**config.mk**
```make
export PLATFORM = sky130hd
export DESIGN_NAME = interval_list_set_ops
export DESIGN_NICKNAME = d
export VERILOG_FILES = /design/src/rtl/ilso_pkg.sv /design/src/rtl/interval_list_set_ops.sv
export SDC_FILE = /design/constraint.sdc
export NUM_CORES = 2
export LEC_CHECK = 0
export ABC_AREA = 1
export BUFFER_PORTS_ARGS = -buffer_cell sky130_fd_sc_hd__buf_2
export CELL_PAD_IN_SITES_DETAIL_PLACEMENT = 0
export CELL_PAD_IN_SITES_GLOBAL_PLACEMENT = 1
export CORE_ASPECT_RATIO = 0.7
export CORE_MARGIN = 2
export CORE_UTILIZATION = 35
export DETAILED_ROUTE_END_ITERATION = 8
export HOLD_SLACK_MARGIN = 0.02
export PLACE_DENSITY_LB_ADDON = 0.1
export SLEW_MARGIN = 20
export SYNTH_ARGS = -nofsm -noshare
export SYNTH_HDL_FRONTEND = slang
export SYNTH_SLANG_ARGS = --single-unit
export TNS_END_PERCENT = 100
```
**constraint.sdc**
```tcl
create_clock -name clk -period 11.2 [get_ports clk]
set_input_delay 0.56 -clock clk [delete_from_list [all_inputs] [get_ports clk]]
set_output_delay 0.56 -clock clk [all_outputs]
set_load 0.01 [all_outputs]
```
**src/rtl/ilso_pkg.sv**
```systemverilog
`timescale 1ns / 1ps
// ----------------------------------------------------------------------------
// ilso_pkg
// Constants and codes for the interval list set operation block.
// ----------------------------------------------------------------------------
package ilso_pkg;

	localparam int MAX_RANGES = 16;
	localparam int OUT_LIMIT  = 32;

	localparam int IDX_W  = (MAX_RANGES > 1) ? $clog2(MAX_RANGES) : 1;
	localparam int CNT_W  = $clog2(MAX_RANGES + 1);
	localparam int EMIT_W = $clog2(OUT_LIMIT + 1);
	localparam int ADDR_W = 3;

	localparam logic signed [31:0] DOMAIN_MIN_RST = -32'sd2147483646;
	localparam logic signed [31:0] DOMAIN_MAX_RST = 32'sd2147483645;

	typedef enum logic [1:0] {
		KIND_LOAD_LEFT  = 2'd0,
		KIND_LOAD_RIGHT = 2'd1,
		KIND_RUN        = 2'd2,
		KIND_NONE       = 2'd3
	} kind_t;

	typedef enum logic [2:0] {
		OP_UNION = 3'd0,
		OP_INTER = 3'd1,
		OP_DIFF  = 3'd2,
		OP_XOR   = 3'd3,
		OP_COMPL = 3'd4
	} op_t;

	// register index taken from paddr[2]
	localparam logic REG_DOMAIN_MIN = 1'b0;
	localparam logic REG_DOMAIN_MAX = 1'b1;

	typedef enum logic [6:0] {
		ST_IDLE    = 7'b0000001,
		ST_SCAN_RD = 7'b0000010,
		ST_SCAN_S  = 7'b0000100,
		ST_SCAN_E  = 7'b0001000,
		ST_STEP    = 7'b0010000,
		ST_CLOSE   = 7'b0100000,
		ST_FINISH  = 7'b1000000
	} state_t;

	function automatic logic answer_bit(input logic [2:0] op, input logic l, input logic r);
		logic res;
		res = 1'b0;
		unique case (op)
			OP_UNION: res = l | r;
			OP_INTER: res = l & r;
			OP_DIFF:  res = l & ~r;
			OP_XOR:   res = l ^ r;
			OP_COMPL: res = ~l;
			default:  res = 1'b0;
		endcase
		return res;
	endfunction

endpackage

```
**src/rtl/interval_list_set_ops.sv**
```systemverilog
`timescale 1ns / 1ps
// ----------------------------------------------------------------------------
// interval_list_set_ops
// Set operations on two loaded lists of inclusive ranges, swept boundary by
// boundary with one shared compare unit.
// ----------------------------------------------------------------------------
// A load item (left or right range) is taken while idle, and the block stays
// ready for further items. A run item sweeps the answer from domain_min
// upward: for each sweep point the sequencer reads every stored range once,
// first boundary then final, comparing each with the current point to get
// membership and the next boundary. With N ranges loaded in total at most
// 2*N+1 points lie below domain_max + 1. After the last point the run goes
// through ST_CLOSE to ST_FINISH (straight to ST_FINISH when the 32nd range
// closes or the domain is empty), stalling while out_valid waits on out_ready.
// in_ready is low for the whole run. One result item per answer range (at
// most 32), or one empty item; the run clears both lists and the overflow flag.
// ----------------------------------------------------------------------------
module interval_list_set_ops
	import ilso_pkg::*;
(
	input  logic                     clk,
	input  logic                     arst_n,
	// input items
	input  logic                     in_valid,
	output logic                     in_ready,
	input  logic [1:0]               kind,
	input  logic signed [31:0]       range_first,
	input  logic signed [31:0]       range_final,
	input  logic [2:0]               operation,
	// result items
	output logic                     out_valid,
	input  logic                     out_ready,
	output logic signed [31:0]       out_first,
	output logic signed [31:0]       out_final,
	output logic                     is_empty,
	output logic                     last,
	output logic                     overflowed,
	// configuration
	input  logic                     psel,
	input  logic                     penable,
	input  logic                     pwrite,
	input  logic [ADDR_W-1:0]        paddr,
	input  logic [31:0]              pwdata,
	output logic [31:0]              prdata,
	output logic                     pready
);

	state_t state_q;

	logic signed [31:0] dmin_q, dmax_q;
	logic signed [31:0] left_first_q  [MAX_RANGES];
	logic signed [31:0] left_final_q  [MAX_RANGES];
	logic signed [31:0] right_first_q [MAX_RANGES];
	logic signed [31:0] right_final_q [MAX_RANGES];
	logic [CNT_W-1:0]   left_cnt_q, right_cnt_q;
	logic               overflow_q;

	logic [2:0]         op_q;
	logic signed [32:0] p_q, best_q;
	logic signed [31:0] rd_first_q, rd_final_q;
	logic               side_q;
	logic [IDX_W-1:0]   idx_q;
	logic               s_le_q, l_q, r_q;
	logic               open_q;
	logic signed [31:0] start_q;
	logic               pend_v_q;
	logic signed [31:0] pend_first_q, pend_final_q;
	logic [EMIT_W-1:0]  emit_cnt_q;

	logic               out_valid_q;
	logic signed [31:0] out_first_q, out_final_q;
	logic               is_empty_q, last_q, overflowed_q;

	// combinational
	logic               in_acc, cfg_we;
	logic signed [32:0] dmax_p1, cmp_v;
	logic               cmp_gt, cmp_lt;
	logic [CNT_W-1:0]   idx_nx, side_cnt;
	logic               on_w, in_step, in_close, in_fin;
	logic               close_req, is_32nd, need_out, stall, out_we;
	logic signed [31:0] close_final;

	assign pready   = 1'b1;
	assign cfg_we   = psel & penable & pwrite & pready;
	assign prdata   = (paddr[2] == REG_DOMAIN_MAX) ? dmax_q : dmin_q;
	assign in_ready = (state_q == ST_IDLE);
	assign in_acc   = in_valid & in_ready;

	assign out_valid  = out_valid_q;
	assign out_first  = out_first_q;
	assign out_final  = out_final_q;
	assign is_empty   = is_empty_q;
	assign last       = last_q;
	assign overflowed = overflowed_q;

	assign dmax_p1 = {dmax_q[31], dmax_q} + 33'sd1;

	// shared compare unit: one boundary against the point and the best so far
	always_comb begin
		if (state_q == ST_SCAN_E) begin
			cmp_v = {rd_final_q[31], rd_final_q} + 33'sd1;
		end else begin
			cmp_v = {rd_first_q[31], rd_first_q};
		end
		cmp_gt = cmp_v > p_q;
		cmp_lt = cmp_v < best_q;
	end

	assign idx_nx   = CNT_W'(idx_q) + CNT_W'(1);
	assign side_cnt = side_q ? right_cnt_q : left_cnt_q;

	always_comb begin
		in_step     = (state_q == ST_STEP);
		in_close    = (state_q == ST_CLOSE);
		in_fin      = (state_q == ST_FINISH);
		on_w        = answer_bit(op_q, l_q, r_q);
		close_req   = open_q & ((in_step & ~on_w) | in_close);
		close_final = in_step ? 32'(p_q - 33'sd1) : dmax_q;
		is_32nd     = (emit_cnt_q == EMIT_W'(OUT_LIMIT - 1));
		// a closed range pushes the pending one out; the run end flushes it
		need_out    = (close_req & pend_v_q) | in_fin;
		stall       = need_out & out_valid_q & ~out_ready;
		out_we      = need_out & ~stall;
	end

	// configuration registers
	always_ff @(posedge clk or negedge arst_n) begin
		if (!arst_n) begin
			dmin_q <= DOMAIN_MIN_RST;
			dmax_q <= DOMAIN_MAX_RST;
		end else if (cfg_we) begin
			if (paddr[2] == REG_DOMAIN_MAX) begin
				dmax_q <= pwdata;
			end else begin
				dmin_q <= pwdata;
			end
		end
	end

	// range storage
	always_ff @(posedge clk) begin
		if (in_acc && kind == KIND_LOAD_LEFT && left_cnt_q < CNT_W'(MAX_RANGES)) begin
			left_first_q[left_cnt_q[IDX_W-1:0]] <= range_first;
			left_final_q[left_cnt_q[IDX_W-1:0]] <= range_final;
		end
		if (in_acc && kind == KIND_LOAD_RIGHT && right_cnt_q < CNT_W'(MAX_RANGES)) begin
			right_first_q[right_cnt_q[IDX_W-1:0]] <= range_first;
			right_final_q[right_cnt_q[IDX_W-1:0]] <= range_final;
		end
	end

	// output register
	always_ff @(posedge clk or negedge arst_n) begin
		if (!arst_n) begin
			out_valid_q <= 1'b0;
		end else if (out_we) begin
			out_valid_q <= 1'b1;
		end else if (out_ready) begin
			out_valid_q <= 1'b0;
		end
	end

	always_ff @(posedge clk) begin
		if (out_we) begin
			out_first_q  <= pend_v_q ? pend_first_q : '0;
			out_final_q  <= pend_v_q ? pend_final_q : '0;
			is_empty_q   <= ~pend_v_q;
			last_q       <= in_fin;
			overflowed_q <= overflow_q;
		end
	end

	// sequencer
	always_ff @(posedge clk or negedge arst_n) begin
		if (!arst_n) begin
			state_q     <= ST_IDLE;
			left_cnt_q  <= '0;
			right_cnt_q <= '0;
			overflow_q  <= 1'b0;
			open_q      <= 1'b0;
			pend_v_q    <= 1'b0;
			emit_cnt_q  <= '0;
		end else begin
			unique case (state_q)
				ST_IDLE: begin
					if (in_acc) begin
						unique case (kind)
							KIND_LOAD_LEFT: begin
								if (left_cnt_q < CNT_W'(MAX_RANGES)) begin
									left_cnt_q <= left_cnt_q + CNT_W'(1);
								end else begin
									overflow_q <= 1'b1;
								end
							end
							KIND_LOAD_RIGHT: begin
								if (right_cnt_q < CNT_W'(MAX_RANGES)) begin
									right_cnt_q <= right_cnt_q + CNT_W'(1);
								end else begin
									overflow_q <= 1'b1;
								end
							end
							KIND_RUN: begin
								op_q       <= operation;
								open_q     <= 1'b0;
								pend_v_q   <= 1'b0;
								emit_cnt_q <= '0;
								p_q        <= {dmin_q[31], dmin_q};
								state_q    <= (dmin_q > dmax_q) ? ST_FINISH : ST_SCAN_RD;
							end
							default: ;
						endcase
					end
				end
				ST_SCAN_RD: begin
					best_q <= dmax_p1;
					l_q    <= 1'b0;
					r_q    <= 1'b0;
					idx_q  <= '0;
					if (left_cnt_q != '0) begin
						side_q     <= 1'b0;
						rd_first_q <= left_first_q[0];
						rd_final_q <= left_final_q[0];
						state_q    <= ST_SCAN_S;
					end else if (right_cnt_q != '0) begin
						side_q     <= 1'b1;
						rd_first_q <= right_first_q[0];
						rd_final_q <= right_final_q[0];
						state_q    <= ST_SCAN_S;
					end else begin
						state_q <= ST_STEP;
					end
				end
				ST_SCAN_S: begin
					s_le_q <= ~cmp_gt;
					if (cmp_gt && cmp_lt) begin
						best_q <= cmp_v;
					end
					state_q <= ST_SCAN_E;
				end
				ST_SCAN_E: begin
					if (cmp_gt && cmp_lt) begin
						best_q <= cmp_v;
					end
					// point lies in [first, final] when first <= p < final + 1
					if (s_le_q && cmp_gt) begin
						if (side_q) begin
							r_q <= 1'b1;
						end else begin
							l_q <= 1'b1;
						end
					end
					if (idx_nx != side_cnt) begin
						idx_q   <= idx_nx[IDX_W-1:0];
						state_q <= ST_SCAN_S;
						if (side_q) begin
							rd_first_q <= right_first_q[idx_nx[IDX_W-1:0]];
							rd_final_q <= right_final_q[idx_nx[IDX_W-1:0]];
						end else begin
							rd_first_q <= left_first_q[idx_nx[IDX_W-1:0]];
							rd_final_q <= left_final_q[idx_nx[IDX_W-1:0]];
						end
					end else if (!side_q && right_cnt_q != '0) begin
						side_q     <= 1'b1;
						idx_q      <= '0;
						rd_first_q <= right_first_q[0];
						rd_final_q <= right_final_q[0];
						state_q    <= ST_SCAN_S;
					end else begin
						state_q <= ST_STEP;
					end
				end
				ST_STEP: begin
					if (!stall) begin
						if (on_w && !open_q) begin
							start_q <= p_q[31:0];
							open_q  <= 1'b1;
						end
						if (close_req) begin
							open_q       <= 1'b0;
							pend_v_q     <= 1'b1;
							pend_first_q <= start_q;
							pend_final_q <= close_final;
							emit_cnt_q   <= emit_cnt_q + EMIT_W'(1);
						end
						p_q <= best_q;
						if (close_req && is_32nd) begin
							state_q <= ST_FINISH;
						end else if (best_q == dmax_p1) begin
							state_q <= ST_CLOSE;
						end else begin
							state_q <= ST_SCAN_RD;
						end
					end
				end
				ST_CLOSE: begin
					if (!stall) begin
						if (close_req) begin
							open_q       <= 1'b0;
							pend_v_q     <= 1'b1;
							pend_first_q <= start_q;
							pend_final_q <= close_final;
							emit_cnt_q   <= emit_cnt_q + EMIT_W'(1);
						end
						state_q <= ST_FINISH;
					end
				end
				ST_FINISH: begin
					if (!stall) begin
						left_cnt_q  <= '0;
						right_cnt_q <= '0;
						overflow_q  <= 1'b0;
						state_q     <= ST_IDLE;
					end
				end
				default: state_q <= ST_IDLE;
			endcase
		end
	end

	// ------------------------------------------------------------------------
	// assertions
	// ------------------------------------------------------------------------
	a_cnt_bound: assert property (@(posedge clk) disable iff (!arst_n)
		left_cnt_q <= CNT_W'(MAX_RANGES) && right_cnt_q <= CNT_W'(MAX_RANGES))
		else $error("list count beyond capacity");

	a_run_busy: assert property (@(posedge clk) disable iff (!arst_n)
		(in_acc && kind == KIND_RUN) |=> !in_ready)
		else $error("ready still high after run item");

	a_last_clears: assert property (@(posedge clk) disable iff (!arst_n)
		(out_we && in_fin) |=>
		(state_q == ST_IDLE && left_cnt_q == '0 && right_cnt_q == '0 && !overflow_q))
		else $error("run did not clear lists with its last item");

	a_best_ahead: assert property (@(posedge clk) disable iff (!arst_n)
		(state_q == ST_SCAN_S || state_q == ST_SCAN_E) |-> (best_q > p_q))
		else $error("next boundary not above sweep point");

	a_emit_bound: assert property (@(posedge clk) disable iff (!arst_n)
		emit_cnt_q <= EMIT_W'(OUT_LIMIT))
		else $error("too many result ranges");

endmodule
```
==> flow_summary.json <==
{
  "ys_warn_count": 0,
  "die_w_um": 650,
  "rsz0062_at_grt": "false",
  "vias_per_cell": 5.48,
  "fin_cells": 12700,
  "synthesis.area_um2": 102000,
  "numPortBuffers": 209,
  "p_leak_nw": 38.9,
  "hp-start": "range_final[19]",
  "cts_buffer_depth": 4,
  "grtUsageTotal_pct": 23.5,
  "cts_buffers": 247,
  "cts.sinks": 2443,
  "placedCellCount": 12200,
  "maxCapViolations": 0,
  "htreeDepth": 4,
  "drt_pass1_iterations": 6,
  "wl_met1_mm": 173,
  "post_cts_resized": 0,
  "cts.clk_slew.worst_paths_ns": 0.06,
  "final_area_um2": 116000,
  "arrival_ns": 5.99,
  "antenna_left": 0,
  "cpMostUsedCell": "buf_4",
  "worstPathRequired_ns": 11.83,
  "grt_max_degree": 175,
  "dr.first_iter.drc_count": 7451,
  "grt_pass1_vias": 66100,
  "wl_met2_mm": 154,
  "cts_tree": "built",
  "synthAdderAreaFrac_pct": 1.36,
  "synthFlopType": "edfxtp_1",
  "status": "finished, final reports clean",
  "async_reset_ff_share_pct": 3.72,
  "core_um2": 290000,
  "initial_core_util_pct": 35.3,
  "synth_seq_cells": 2443,
  "cp-end-kind": "flop",
  "finalHoldViolations": 0,
  "highest_layer": "met5",
  "antenna_found_initial": 43,
  "worstMarginPinSlew_ns": 1.28,
  "dieHeight_um": 456,
  "cp_slowest_cell": "buf_4",
  "startpoint": "idx_q[0]$_SDFFCE_PN0P_",
  "reg2reg_slack_ns": 5.84,
  "synth_edf_count": 2352,
  "synth_compound_area_share_pct": 12.8,
  "drive_gt1_share_pct": 9.57,
  "cp_cell_sequence": "buf_4 > buf_4 > buf_12 > buf_4 > buf_4 > a21oi_1 > o21ai_0 > o21ai_1 > o21ai_0 > o221ai_1 > nand3_1 > nand2_1",
  "path_max_fanout": 160,
  "slew_violations": 0,
  "synth_cells": 8543,
  "worstSetupPathType": "flop to flop",
  "critPathMaxStageDelay_ns": 0.74,
  "gp_congestion": 0.860,
  "clock-root-buffer": "clkbuf_16",
  "nNetsFinal": 8872,
  "timing.final.ws_setup_ns": 5.84,
  "min_period_over_period_pct": 47.9,
  "utilization_pct": 39.9,
  "wirelength_mm": 358,
  "hold_path_depth": 1,
  "r2r_start": "idx_q[0]$_SDFFCE_PN0P_",
  "fillerInstances": 27600,
  "vias": 69500,
  "synthSimpleGateAreaFrac_pct": 10.2,
  "die_area_um2": 296000,
  "avgSynthCellArea_um2": 12.0,
  "finalClockSkew_ns": 0.0660,
  "hold_path_end": "left_final_q[14][19]$_DFFE_PP_",
  "synth.lib_cells_used.distinct": 50,
  "synth_nets": 8765,
  "synth_top_family_by_area": "compound AO/OA/AOI/OAI gates",
  "overflow": 0,
  "finalSetupViolCount": 0,
  "clk_latency_ns": 0.95,
  "power_density_nw_per_um2": 189,
  "synthXorXnorAreaFrac_pct": 0.452,
  "rows": 165,
  "ir_drop_uv": 131,
  "fin_setup_tns_ns": 0,
  "wl_met3_mm": 23.9,
  "drc_errors": 0,
  "area_growth_syn_to_layout_pct": 13.1,
  "ys_seq_area_share_pct": 71.4,
  "pre_cts_ws_ns": 5.78,
  "min_path_type": "input pin to flop",
  "slew_headroom_pct": 13.7,
  "drt-wirelength-per-cell_um": 28.2,
  "dpl_cell_area_um2": 108000,
  "fmax_ghz": 0.187,
  "layout_min_cycle_time_ns": 5.36,
  "io-pin-count": 213,
  "worst_setup_path_start_kind": "flop",
  "synth_mux_area_share_pct": 0.242,
  "r2r-end": "rd_first_q[5]$_DFFE_PP_",
  "grt_pass1_wl_mm": 504,
  "dp_hpwl_mm": 194,
  "reg2regPathDepth": 12
}
==> layout by cell type, fill, tap and decap left out, drive strengths merged <==
cell	netlist	final
clkinvlp	0	6
and2	1	1
ha	111	111
nand3	200	200
a22oi	2	2
buf	136	347
dlygate4sd3	0	37
inv	398	401
nand3b	3	3
diode	0	8
o21ai	1600	1600
nand4	42	42
mux2	22	22
nor4	15	15
a21oi	126	126
dfrtp	58	58
o21a	3	3
dfstp	33	33
o221ai	117	117
a211oi	2	2
nor2	1490	1490
xor2	41	41
o211ai	21	21
xnor2	10	10
o22ai	482	482
a31oi	15	15
clkbuf	390	303
or2	5	5
o31ai	4	4
nor3	30	30
conb	1	1
clkinv	2	116
bufinv	0	19
a21boi	1	1
nand2	824	824
edfxtp	2352	2352
and3	3	3
o21bai	3	3
==> synthesized netlist by cell type (3+ instances only) <==
| cell type | count | share of area, % |
|---|---|---|
| nor2_2 | 12 | 0.073 |
| xor2_1 | 41 | 0.35 |
| buf_4 | 10 | 0.073 |
| and3_1 | 3 | 0.018 |
| o31ai_1 | 4 | 0.029 |
| a21oi_1 | 124 | 0.61 |
| o211ai_1 | 21 | 0.15 |
| nor3_1 | 27 | 0.13 |
| nand2_2 | 11 | 0.067 |
| inv_1 | 387 | 1.4 |
| buf_2 | 116 | 0.57 |
| mux2_2 | 22 | 0.24 |
| edfxtp_1 | 2352 | 69 |
| o221ai_1 | 117 | 1.0 |
| o21a_1 | 3 | 0.022 |
| nand3b_1 | 3 | 0.022 |
| inv_2 | 11 | 0.040 |
| or2_2 | 5 | 0.031 |
| nand3_1 | 196 | 0.96 |
| clkbuf_1 | 390 | 1.4 |
| nand3_2 | 3 | 0.029 |
| dfstp_2 | 33 | 0.85 |
| o21ai_0 | 1518 | 7.4 |
| nor2_1 | 1472 | 5.4 |
| buf_1 | 6 | 0.022 |
| a31oi_1 | 15 | 0.092 |
| nand2_1 | 813 | 3.0 |
| o21bai_1 | 3 | 0.022 |
| xnor2_1 | 8 | 0.069 |
| nor2_4 | 5 | 0.055 |
| buf_6 | 4 | 0.044 |
| ha_1 | 111 | 1.4 |
| nand4_1 | 42 | 0.26 |
| o21ai_1 | 82 | 0.40 |
| nor4_1 | 14 | 0.086 |
| o22ai_1 | 482 | 2.9 |
| dfrtp_1 | 58 | 1.4 |
==> report_power, final <==
| part | internal (mW) | leakage, nW | switching (mW) |
|---|---|---|---|
| Clock | 4.52 | 3.77 | 3.60 |
| Sequential | 10.3 | 22.3 | 0.246 |
| Combinational | 0.815 | 12.9 | 2.37 |
==> worst max path at each step <==
stage / to / slack, ns / depth (start not counted)
finish: rd_first_q[5]$_DFFE_PP_ / 5.84 / 12
global route: rd_first_q[5]$_DFFE_PP_ / 5.50 / 12
detailed placement: rd_first_q[6]$_DFFE_PP_ / 5.78 / 11
floorplan: right_final_q[0][0]$_DFFE_PP_ / 3.52 / 3
CTS: rd_first_q[5]$_DFFE_PP_ / 5.78 / 12
global placement: rd_first_q[5]$_DFFE_PP_ / 5.82 / 12
==> final cells by class <==
cell class                      count  area (um^2)  share of cell area, %
Antenna cell                        8         20.0                 0.0173
Clock buffer                      303         6490                   5.62
Clock inverter                    142         1160                   1.00
Inverter                          400         1540                   1.33
Multi-Input combinational cell   5174        25900                   22.4
Sequential cell                  2443        72900                   63.1
Tap cell                         3841         4810                   4.16
Timing Repair Buffer              384         2740                   2.37
==> logic make-up (layout without fill, tap and decap cells) <==
family / Yosys count / after routing
other: 1 / 9
flip-flops: 2443 / 2443
XOR/XNOR: 51 / 51
AO/OA/AOI/OAI: 2376 / 2376
adder cells (fa/ha/maj): 111 / 111
multiplexers: 22 / 22
AND/OR/NAND/NOR: 2613 / 2613
buffers and inverters: 926 / 1229
==> per-stage QoR <==
stage	power, mW	hold WS, ns
after global placement	13.9	0.408
final	21.9	0.116
after global routing	22.7	0.107
after detailed placement	13.9	0.405
after floorplan	12.4	0.264
after CTS	22.1	0.0500
==> repair_timing <==
action,in CTS,in global routing
hold buffers,37,0
hold endpoints to repair,99,0
setup buffers,0,0
setup endpoints to repair,0,0
==> registers in the layout (all words and copies together) (netlist names), 3 cells and up <==
signal	count
emit_cnt_q	6
pend_first_q	32
left_cnt_q	5
pend_final_q	32
rd_final_q	32
idx_q	4
dmax_q	32
right_cnt_q	5
left_final_q	512
start_q	32
rd_first_q	32
right_final_q	512
p_q	33
dmin_q	32
out_final	32
left_first_q	512
right_first_q	512
best_q	33
out_first	32
state_q	7
op_q	3
==> metal layers <==
layer | track usage, % | vias up
met5 | 0 | -
met4 | 4.15 | 20
met3 | 3.70 | 446
met2 | 35.2 | 2317
met1 | 36.1 | 35500
li1 | - | 31300
==> critical path, delay by kind of cell (launching register included) <==
kind / cells / cell delay [ns]
buffers and inverters: 5 / 3.44
DFF: 1 / 0.51
and+or+nand+nor: 2 / 0.26
AOI/OAI and AO/OA: 5 / 0.71
Note: power is estimated with default switching activity, not from simulation.
